### src/hdl/mvm_pkg.sv
`timescale 1ns / 1ps
`default_nettype none
package mvm_pkg;

   localparam int MAX_SIZE    = 4096;
   localparam int INDEX_LIMIT = 4096;
   localparam int VEC_DEPTH   = (MAX_SIZE < INDEX_LIMIT) ? MAX_SIZE : INDEX_LIMIT;
   localparam int VEC_AW      = $clog2(VEC_DEPTH);

   localparam int IDX_W  = 12;
   localparam int SIZE_W = 13;
   localparam int VAL_W  = 16;
   localparam int PROD_W = 2 * VAL_W;
   localparam int ACC_W  = 48;

   localparam logic [SIZE_W-1:0] SIZE_RESET = 13'd4096;
   localparam logic [SIZE_W-1:0] SIZE_CAP   = SIZE_W'(VEC_DEPTH);

   localparam logic signed [ACC_W-1:0] ACC_MAX = {1'b0, {(ACC_W-1){1'b1}}};
   localparam logic signed [ACC_W-1:0] ACC_MIN = {1'b1, {(ACC_W-1){1'b0}}};

   // queue depth between front and back, and of the result queue
   localparam int Q_DEPTH = 4;
   localparam int Q_PTR_W = $clog2(Q_DEPTH);
   localparam int Q_CNT_W = Q_PTR_W + 1;

   // input command codes
   localparam logic CMD_LOAD   = 1'b0;
   localparam logic CMD_MATRIX = 1'b1;

   // operations queued for the back end
   localparam logic OP_VEC_WRITE = 1'b0;
   localparam logic OP_MAC       = 1'b1;

   // register indexes
   localparam logic CSR_MATRIX_SIZE = 1'b0;
   localparam logic CSR_UPPER_TRI   = 1'b1;

   typedef struct packed {
      logic                    op;
      logic                    last;
      logic [IDX_W-1:0]        row;
      logic [IDX_W-1:0]        col;
      logic signed [VAL_W-1:0] value;
   } cmd_type;

   typedef struct packed {
      logic [IDX_W-1:0]        row;
      logic signed [ACC_W-1:0] sum;
      logic                    sat;
   } rsp_type;

endpackage
`default_nettype wire

### src/hdl/mvm_front.sv
`timescale 1ns / 1ps
`default_nettype none
module mvm_front
   import mvm_pkg::*;
(
   input  wire logic                    clock,
   input  wire logic                    reset,
   input  wire logic                    req_push,
   output logic                         req_full,
   input  wire logic                    req_command,
   input  wire logic [IDX_W-1:0]        req_row_index,
   input  wire logic [IDX_W-1:0]        req_column_index,
   input  wire logic signed [VAL_W-1:0] req_element_value,
   input  wire logic                    csr_write_enable,
   input  wire logic                    csr_index,
   input  wire logic [SIZE_W-1:0]       csr_write_data,
   output logic                         cmd_valid,
   output cmd_type                      cmd,
   input  wire logic                    cmd_pop
);

   logic [SIZE_W-1:0]  size_ff;
   logic               tri_ff;
   logic [SIZE_W-1:0]  size_used;
   logic [SIZE_W-1:0]  row_ext;
   logic [SIZE_W-1:0]  col_ext;
   logic               row_ok;
   logic               col_ok;
   logic               keep;
   logic               accept;
   logic               q_push;
   cmd_type            entry;

   cmd_type            q_ff [Q_DEPTH];
   logic [Q_PTR_W-1:0] wr_ptr_ff, wr_ptr_in;
   logic [Q_PTR_W-1:0] rd_ptr_ff, rd_ptr_in;
   logic [Q_CNT_W-1:0] count_ff, count_in;

   always_ff @(posedge clock) begin
      if (reset) begin
         size_ff <= SIZE_RESET;
         tri_ff  <= 1'b0;
      end else if (csr_write_enable) begin
         case (csr_index)
            CSR_MATRIX_SIZE: size_ff <= csr_write_data;
            CSR_UPPER_TRI:   tri_ff  <= csr_write_data[0];
            default:         size_ff <= size_ff;
         endcase
      end
   end

   // size 0 acts as 1, sizes above the store depth are capped
   always_comb begin
      if (size_ff == '0) begin
         size_used = SIZE_W'(1);
      end else if (size_ff > SIZE_CAP) begin
         size_used = SIZE_CAP;
      end else begin
         size_used = size_ff;
      end
   end

   assign row_ext = {1'b0, req_row_index};
   assign col_ext = {1'b0, req_column_index};
   assign row_ok  = row_ext < size_used;
   assign col_ok  = col_ext < size_used;

   // out-of-range items and elements below the diagonal do nothing: drop them here
   always_comb begin
      if (req_command == CMD_LOAD) begin
         keep = col_ok;
      end else begin
         keep = row_ok && col_ok && !(tri_ff && (req_column_index < req_row_index));
      end
   end

   always_comb begin
      entry.op    = (req_command == CMD_LOAD) ? OP_VEC_WRITE : OP_MAC;
      entry.last  = (col_ext == (size_used - SIZE_W'(1)));
      entry.row   = req_row_index;
      entry.col   = req_column_index;
      entry.value = req_element_value;
   end

   assign req_full = (count_ff == Q_CNT_W'(Q_DEPTH));
   assign accept   = req_push && !req_full;
   assign q_push   = accept && keep;

   assign cmd_valid = (count_ff != '0);
   assign cmd       = q_ff[rd_ptr_ff];

   always_comb begin
      wr_ptr_in = q_push ? wr_ptr_ff + Q_PTR_W'(1) : wr_ptr_ff;
      rd_ptr_in = cmd_pop ? rd_ptr_ff + Q_PTR_W'(1) : rd_ptr_ff;
      count_in  = count_ff + Q_CNT_W'(q_push) - Q_CNT_W'(cmd_pop);
   end

   always_ff @(posedge clock) begin
      if (reset) begin
         wr_ptr_ff <= '0;
         rd_ptr_ff <= '0;
         count_ff  <= '0;
      end else begin
         wr_ptr_ff <= wr_ptr_in;
         rd_ptr_ff <= rd_ptr_in;
         count_ff  <= count_in;
      end
   end

   always_ff @(posedge clock) begin
      if (q_push) begin
         q_ff[wr_ptr_ff] <= entry;
      end
   end

endmodule
`default_nettype wire

### config.mk
export PLATFORM = sky130hd
export DESIGN_NAME = mvm_front
export DESIGN_NICKNAME = d
export VERILOG_FILES = /design/src/hdl/mvm_pkg.sv /design/src/hdl/mvm_front.sv
export SDC_FILE = /design/constraint.sdc
export NUM_CORES = 1
export LEC_CHECK = 0
export BUFFER_PORTS_ARGS = -buffer_cell sky130_fd_sc_hd__buf_2
export CAP_MARGIN = 15
export CELL_PAD_IN_SITES_DETAIL_PLACEMENT = 1
export CELL_PAD_IN_SITES_GLOBAL_PLACEMENT = 2
export CORE_MARGIN = 4
export CORE_UTILIZATION = 42
export CTS_CLUSTER_DIAMETER = 120
export DETAILED_ROUTE_END_ITERATION = 8
export GPL_TIMING_DRIVEN = 0
export HOLD_SLACK_MARGIN = 0.08
export PLACE_DENSITY = 0.77
export SLEW_MARGIN = 30
export SYNTH_ARGS = -nofsm -noshare
export SYNTH_HDL_FRONTEND = slang
export SYNTH_SLANG_ARGS = --single-unit
### constraint.sdc
create_clock -name clock -period 5.1 [get_ports clock]
set_input_delay 0.51 -clock clock [delete_from_list [all_inputs] [get_ports clock]]
set_output_delay 0.51 -clock clock [all_outputs]
set_load 0.005 [all_outputs]
==> flow_metrics.env, run 1 <==
export IMPL_status="finished clean"
export IMPL_coreArea_sq_um=19700
export IMPL_io_buffers=103
export IMPL_power_mw=3.79
export IMPL_vias=4913
export IMPL_avgSynthCellArea_sq_um=16.3
export IMPL_clkTransAtPathRegs_ns=0.07
export IMPL_peakVddDrop_v=0.000232
export IMPL_drc=0
export IMPL_crit_fanout=26
export IMPL_cp_slowest_stage_delay_ns=0.59
export IMPL_crit_buf_inv=4
export IMPL_track_usage_pct=17.6
export IMPL_ios=104
export IMPL_period_needed_ns=3.98
export IMPL_reg2reg_setup_slack_ns=1.12
export IMPL_crit_start="size_ff[12]$_SDFFE_PP1P_"
export IMPL_grt_pass1_wl_mm=30.1
export IMPL_synthArstFlopShare_pct=0
export IMPL_seqPwrFrac_pct=50.0
export IMPL_postRouteAntennaNets=0
export IMPL_rr_endpoint="q_ff[0][21]$_DFFE_PP_"
export IMPL_hold_viol_final=0
export IMPL_muxShareOfSynthArea_pct=11.8
export IMPL_synth_top_family_by_area="multiplexers"
export IMPL_cpMaxStageDelayCell="nor4_4"
export IMPL_multi_input_area_sq_um=2780
export IMPL_finalInstanceArea_sq_um=10000
export IMPL_n_fill_cell=1957
export IMPL_die_y_microns=150
export IMPL_synth_distinct_cells=56
export IMPL_cts_hold_fix_buffers=0
export IMPL_synth_fa_ha_area_share_pct=6.29
export IMPL_syn_area_sq_um=8480
export IMPL_yosysWarningCount=0
export IMPL_reg2regPathDepth=11
export IMPL_start_util_pct=43.1
export IMPL_htreeDepth=4
export IMPL_p_sw_share_pct=26.3
export IMPL_numCtsBuffers=17
export IMPL_hold_class="primary input to register"
export IMPL_endpoint="q_ff[0][21]$_DFFE_PP_"
export IMPL_power_density_nw_per_um2=379
export IMPL_place_ws_ns=1.09
export IMPL_cp_start_kind="register"
export IMPL_setup_slack_ns=1.12
export IMPL_firstDrtPassIters=4
export IMPL_gp_congestion=0.768
export IMPL_ys_flop_type="edfxtp_1"
export IMPL_final_common_cell="edfxtp_1"
export IMPL_nets=749
export IMPL_cts_tree="done"
export IMPL_synth_compound_area_share_pct=5.09
export IMPL_rows=51
export IMPL_tightest_slew_ns=0.851
export IMPL_p_switching_uw=998
export IMPL_power_internal_mw=2.79
export IMPL_postPlaceCellArea_sq_um=9410
export IMPL_wl_per_cell_microns=20.2
export IMPL_rsz0062_at_grt="false"
export IMPL_rr_startpoint="size_ff[12]$_SDFFE_PP1P_"
export IMPL_synth_nets=622
export IMPL_fp_dieW_microns=150
export IMPL_finalSetupViolCount=0
export IMPL_synth_edf_count=168
export IMPL_max_freq_ghz=0.251
export IMPL_fin_skew_ns=0.0142
export IMPL_syn_to_final_growth_pct=17.9
export IMPL_worstPathArrival_ns=4.11
export IMPL_seq_area_frac_synth_pct=64.9
export IMPL_yosys_area_share_simple_pct=8.09
export IMPL_crit_path_end_kind="register"
export IMPL_drtIter0Drc=238
export IMPL_synth_cells=520
export IMPL_grt_pass1_vias=5427
export IMPL_tns_ns=0
export IMPL_mostFrequentLayoutCells="168 x edfxtp_1, 105 x buf_2, 42 x mux4_2"
export IMPL_viasPerCell=5.31
export IMPL_fin_util_pct=50.9
export IMPL_drive_above_1_share_pct=31.2
export IMPL_cp_required_ns=5.23
export IMPL_max_slew_margin_pct=41.8
export IMPL_cts_setup_buffers=0
export IMPL_clockRootBuffer="clkbuf_16"
export IMPL_cts_sinks=191
export IMPL_drv_cap=0
export IMPL_post_synth_xor_area_fraction_pct=1.45
export IMPL_cp_num_cells=11
export IMPL_clockPowerShare_pct=33.7
export IMPL_cts_resized=0
export IMPL_worstSetupPathType="register to register"
export IMPL_critPathTopFamily="simple AND/OR/NAND/NOR gates"
export IMPL_final_max_slew_viol_count=0
export IMPL_finalCritPeriodShare_pct=78.0
export IMPL_die_area_sq_um=22500
export IMPL_cp_cell_sequence="clkbuf_1, buf_6, buf_8, nand2b_1, ha_1, a2111oi_0, a21o_1, a21oi_1, nor4_4, and2_4, buf_12"
export IMPL_wl_mm=18.7
export IMPL_antenna_found_initial=1
export IMPL_leakagePower_nw=3.55
export IMPL_worstSkewPairLatency_ns=0.44
export IMPL_grt_max_degree=29
export IMPL_clk_path_buf_depth=2
export IMPL_p_comb_share_pct=16.3
export IMPL_gr_total_overflow=0
export IMPL_seq_area_sq_um=5510
export IMPL_ys_ff_latch=191
export IMPL_hpwl_mm=13.4
[cell type report]
cell class,instances,share of cell area [%]
antenna,1,0.0250
buffer,21,1.13
clock inverter,15,1.45
sequential,191,55.1
timing repair buffer,108,6.03
inverter,23,0.864
tap,265,3.32
clock buffer,17,4.26
multi-input combinational,285,27.9
[synth_stat cells, drive strengths merged (3+ instances only)]
| cell type | n | area share [%] |
|---|---|---|
| a2111oi | 3 | 0.38 |
| o21bai | 4 | 0.35 |
| mux2i | 4 | 0.47 |
| a211oi | 4 | 0.35 |
| nor2b | 5 | 0.37 |
| ha | 41 | 6.1 |
| a21oi | 24 | 1.5 |
| nor4 | 7 | 1.3 |
| nand2 | 37 | 1.6 |
| o21ai | 3 | 0.18 |
| nand2b | 15 | 1.1 |
| inv | 23 | 1.0 |
| nand3b | 5 | 0.44 |
| nand3 | 7 | 0.41 |
| edfxtp | 168 | 60 |
| nor3 | 5 | 0.30 |
| a21o | 5 | 0.44 |
| nor2 | 18 | 0.80 |
| dfxtp | 23 | 5.4 |
| xor2 | 6 | 0.62 |
| mux4 | 42 | 11 |
| nand4 | 3 | 0.22 |
| or4 | 3 | 0.31 |
| and2 | 4 | 0.30 |
| xnor2 | 8 | 0.83 |
| o21a | 4 | 0.35 |
| buf | 10 | 0.83 |
| a31oi | 4 | 0.30 |
| o2111ai | 4 | 0.41 |
| clkbuf | 11 | 0.49 |
[cell families after synthesis]
kind of cell    after synthesis
xor+xnor                     14
fa+ha+maj                    42
mux                          47
compound gates               63
simple gates                119
buf+inv                      44
flops                       191
[worst min-delay path by stage]
stage | from | endpoint | slack (ns) | depth (start not counted)
after global placement | wr_ptr_ff[1]$_SDFFE_PP0P_ | wr_ptr_ff[1]$_SDFFE_PP0P_ | 0.49 | 2
after floorplan | tri_ff$_SDFFE_PP0P_ | tri_ff$_SDFFE_PP0P_ | 0.44 | 2
after CTS | req_element_value[10] | q_ff[0][10]$_DFFE_PP_ | 0.27 | 1
after global routing | req_element_value[5] | q_ff[0][5]$_DFFE_PP_ | 0.28 | 1
after detailed placement | tri_ff$_SDFFE_PP0P_ | tri_ff$_SDFFE_PP0P_ | 0.52 | 2
final | req_element_value[4] | q_ff[2][4]$_DFFE_PP_ | 0.28 | 1
[power by group through the flow]
stage / Sequential, mW / Clock [mW] / Combinational, mW
2_1_floorplan: 1.92 / 0 / 0.372
3_3_place_gp: 1.93 / 0 / 0.589
3_5_place_dp: 1.93 / 0 / 0.631
4_1_cts: 1.90 / 1.30 / 0.634
5_1_grt: 1.91 / 1.37 / 0.692
6_report: 1.90 / 1.28 / 0.618
[sequential cells by signal (all words and copies together) (netlist names), named ones only]
| register | cells |
|---|---|
| rd_ptr_ff | 2 |
| tri_ff | 1 |
| size_ff | 13 |
| count_ff | 3 |
| wr_ptr_ff | 2 |
| q_ff | 168 |
[routing by layer]
metal  global-route usage (%)  share of wire, %  up-vias
met3                     3.51               4.4       17
met2                     29.4                50      120
met5                        0             0.070        -
met4                     5.63               1.2        2
met1                     23.4                45     2481
li1                         -                 -     2293
[worst register-to-register path: stages, from the launching register on]
cell       delay (ns)
dfxtp_1          0.47
clkbuf_1         0.42
buf_6            0.23
buf_8            0.14
nand2b_1         0.15
ha_1             0.26
a2111oi_0        0.43
a21o_1           0.18
a21oi_1          0.10
nor4_4           0.59
and2_4           0.45
buf_12           0.25
[metrics by stage]
stage	cells	hold slack [ns]
6_report	926	0.278
5_1_grt	925	0.275
4_1_cts	924	0.269
3_5_place_dp	892	0.522
3_3_place_gp	888	0.493
2_1_floorplan	520	0.436
Power figures use the tool's default switching activity.
==> run 2, diff against run 1 <==
--- a/config.mk
+++ b/config.mk
@@ -5,17 +5,18 @@
 export SDC_FILE = /design/constraint.sdc
 export NUM_CORES = 1
 export LEC_CHECK = 0
+export ABC_AREA = 1
 export BUFFER_PORTS_ARGS = -buffer_cell sky130_fd_sc_hd__buf_2
 export CAP_MARGIN = 15
 export CELL_PAD_IN_SITES_DETAIL_PLACEMENT = 1
 export CELL_PAD_IN_SITES_GLOBAL_PLACEMENT = 2
 export CORE_MARGIN = 4
-export CORE_UTILIZATION = 42
+export CORE_UTILIZATION = 35
 export CTS_CLUSTER_DIAMETER = 120
 export DETAILED_ROUTE_END_ITERATION = 8
 export GPL_TIMING_DRIVEN = 0
 export HOLD_SLACK_MARGIN = 0.08
-export PLACE_DENSITY = 0.77
+export PLACE_DENSITY = 0.75
 export SLEW_MARGIN = 30
 export SYNTH_ARGS = -nofsm -noshare
 export SYNTH_HDL_FRONTEND = slang
==> constraint.sdc (replaced) <==
create_clock -name clock -period 3.35 [get_ports clock]
set_input_delay 0.335 -clock clock [delete_from_list [all_inputs] [get_ports clock]]
set_output_delay 0.335 -clock clock [all_outputs]
set_load 0.005 [all_outputs]
==> run 2 against run 1 <==
Largest cell class unchanged; clock-buffer cell count did not move; global-route usage fell by 0.33 points; synthesized cell count rose by 46%; sequential share of layout area fell by 1.8 points; flip-flop and latch count did not move; clock skew fell by 0.0041 ns; core utilization fell by 7.1 points; highest routed layer is now met4; clock power rose by 56%; critical path depth rose by 8; final area rose by 3.4%; non-clock buffer count rose by 25.
==> flow_metrics.env, run 2 <==
export IMPL_synth_nets=860
export IMPL_die_y_microns=163
export IMPL_cts_sinks=191
export IMPL_postPlaceCellArea_sq_um=9640
export IMPL_fp_dieW_microns=163
export IMPL_drc=0
export IMPL_crit_fanout=5
export IMPL_rsz0062_at_grt="true"
export IMPL_clkTransAtPathRegs_ns=0.07
export IMPL_cp_required_ns=3.69
export IMPL_worstSetupPathType="register to register"
export IMPL_fin_skew_ns=0.0100
export IMPL_seq_area_frac_synth_pct=65.1
export IMPL_grt_max_degree=20
export IMPL_antenna_found_initial=0
export IMPL_postRouteAntennaNets=0
export IMPL_muxShareOfSynthArea_pct=0
export IMPL_synth_fa_ha_area_share_pct=6.30
export IMPL_ios=104
export IMPL_clockRootBuffer="clkbuf_16"
export IMPL_firstDrtPassIters=4
export IMPL_status="finished clean"
export IMPL_cts_tree="done"
export IMPL_post_synth_xor_area_fraction_pct=0.932
export IMPL_synth_cells=758
export IMPL_gr_total_overflow=0
export IMPL_finalSetupViolCount=0
export IMPL_crit_path_end_kind="register"
export IMPL_drtIter0Drc=362
export IMPL_synthTopCellsByArea="edfxtp_1 60%, o21ai_0 6.5%, nor2_1 6.2%"
export IMPL_avgSynthCellArea_sq_um=11.2
export IMPL_drive_above_1_share_pct=20.4
export IMPL_start_util_pct=35.8
export IMPL_synth_top_area_share_pct=59.7
export IMPL_synth_compound_area_share_pct=12.0
export IMPL_clk_path_buf_depth=2
export IMPL_syn_to_final_growth_pct=22.2
export IMPL_nets=1003
export IMPL_final_common_cell="edfxtp_1"
export IMPL_grt_pass1_wl_mm=35.1
export IMPL_ys_ff_latch=191
export IMPL_yosysWarningCount=0
export IMPL_viasPerCell=5.00
export IMPL_largest_reg_flops=168
export IMPL_cp_start_kind="register"
export IMPL_yosys_area_share_simple_pct=11.8
export IMPL_period_needed_ns=3.12
export IMPL_ys_flop_type="edfxtp_1"
export IMPL_diodes=0
export IMPL_die_area_sq_um=26700
export IMPL_synth_top_family_by_area="compound AO/OA/AOI/OAI gates"
export IMPL_syn_area_sq_um=8460
export IMPL_synth_common_cells="168 x edfxtp_1, 139 x nor2_1, 109 x o21ai_0, 71 x nand2_1, 50 x inv_1"
export IMPL_max_freq_ghz=0.320
export IMPL_synthArstFlopShare_pct=0
export IMPL_track_usage_pct=17.3
export IMPL_numCtsBuffers=17
export IMPL_tightest_slew_ns=0.647
export IMPL_power_density_nw_per_um2=577
export IMPL_max_slew_margin_pct=56.9
export IMPL_rows=56
export IMPL_largest_register="q_ff"
export IMPL_mostFrequentLayoutCells="168 x edfxtp_1, 135 x nor2_1, 108 x o21ai_0"
export IMPL_synth_top_cell_by_area="edfxtp_1"
export IMPL_io_buffers=103
export IMPL_yosysMostFrequentCell="edfxtp_1"
export IMPL_peakVddDrop_v=0.000338
export IMPL_wl_mm=22.9
export IMPL_drv_cap=0
export IMPL_coreArea_sq_um=23600
export IMPL_gp_congestion=0.748
export IMPL_top_regs="q_ff: 168 flops, size_ff: 13 flops, count_ff: 3 flops"
export IMPL_synth_distinct_cells=32
export IMPL_final_max_slew_viol_count=0
export IMPL_hold_viol_final=0
export IMPL_wl_per_cell_microns=18.5
export IMPL_worstSkewPairLatency_ns=0.43
export IMPL_hold_class="primary input to register"
export IMPL_grt_pass1_vias=6311
export IMPL_finalCritPeriodShare_pct=93.3
export IMPL_finalInstanceArea_sq_um=10300
export IMPL_synth_edf_count=168
export IMPL_power_mw=5.96
export IMPL_vias=6160
export IMPL_htreeDepth=4
export IMPL_worstPathArrival_ns=3.46
export IMPL_leakagePower_nw=3.95
export IMPL_hpwl_mm=16.4
==> run 2: cell count changes after synthesis, sizes merged, moves of 7 or more <==
cell    before  now
nand2b      15    0
clkbuf      11   29
nor2        18  141
buf         10    2
o21ai        3  113
nand3        7   15
nor4         7    0
nand2       37   77
mux4        42    0
inv         23   53
o22ai        0   42
==> run 2: final timing paths <==
| check | startpoint | endpoint | slack (ns) | cells past startpoint |
|---|---|---|---|---|
| hold reg to reg | rd_ptr_ff[1]$_SDFFE_PP0P_ | rd_ptr_ff[1]$_SDFFE_PP0P_ | 0.46 | 1 |
| setup reg to reg | size_ff[5]$_SDFFE_PP0P_ | count_ff[1]$_SDFF_PP0_ | 0.23 | 19 |
| hold / removal | reset | count_ff[0]$_SDFF_PP0_ | 0.1 | 2 |
| setup / recovery | size_ff[5]$_SDFFE_PP0P_ | count_ff[1]$_SDFF_PP0_ | 0.23 | 19 |
==> run 2: worst max-delay path, cell delays in order, from the launching register on <==
cell and delay (ns):
dfxtp_1 0.36, nor2_1 0.11, nand2_1 0.07, nor2_2 0.11, nand2_2 0.09, nand2_4 0.12, nand2_2 0.09, ha_1 0.30
a21oi_1 0.13, nor2_1 0.05, a211oi_1 0.23, nand2_2 0.14, a21oi_4 0.21, nand2_4 0.10, buf_4 0.17, inv_2 0.05
ha_1 0.16, fa_1 0.42, inv_1 0.07, nor2_1 0.03
==> run 2: metal layers <==
| layer | vias up | GRT usage [%] | share of wire, % |
|---|---|---|---|
| met1 | 3035 | 22.5 | 46 |
| li1 | 2983 | - | - |
| met5 | - | 0 | 0 |
| met2 | 116 | 30.1 | 50 |
| met4 | 0 | 5.26 | 1.6 |
| met3 | 26 | 2.50 | 3.1 |
==> run 2: kinds of logic (layout without fill, tap and decap cells) <==
logic type / Yosys count / count (layout)
compound gates: 187 / 187
xor+xnor: 9 / 9
simple gates: 245 / 246
buf+inv: 84 / 239
flops: 191 / 191
fa+ha+maj: 42 / 42
==> run 2: area by class of cell <==
type	instances	area (sq um)
clock buffer	17	425
buffer	31	128
fill	2631	13300
sequential	191	5510
inverter	53	199
multi-input combinational	484	2700
timing repair buffer	123	826
tap	319	399
clock inverter	15	151
==> run 2: per-stage QoR <==
stage / hold WS [ns] / worst slack [ns] / cells / util (%) / setup TNS, ns
CTS: 0.0868 / 0.00908 / 1226 / 43.4 / 0
finish: 0.0959 / 0.225 / 1233 / 43.8 / 0
detailed placement: 0.433 / -0.201 / 1190 / 40.8 / -10.19
global placement: 0.430 / -1.42 / 1180 / 39.7 / -230.98
floorplan: 0.404 / -0.0402 / 758 / - / -6.76
global route: 0.0997 / -0.0158 / 1233 / 43.8 / -0.0201
==> run 2: repair_timing <==
item / 4_1_cts / 5_1_grt
pin swaps: 4 / 5
endpoints found under the hold margin: 0 / 0
gates resized for setup: 2 / 12
cloned: 0 / 1
hold buffers: 0 / 0
setup buffers: 4 / 6
setup endpoints to repair: 89 / 70
==> run 2: where the power goes <==
group	internal, mW	switching (mW)	total, mW	leakage (nW)
logic	0.409	0.654	1.06	1.95
clock network	1.05	0.946	2.00	0.279
registers	2.83	0.0691	2.90	1.72
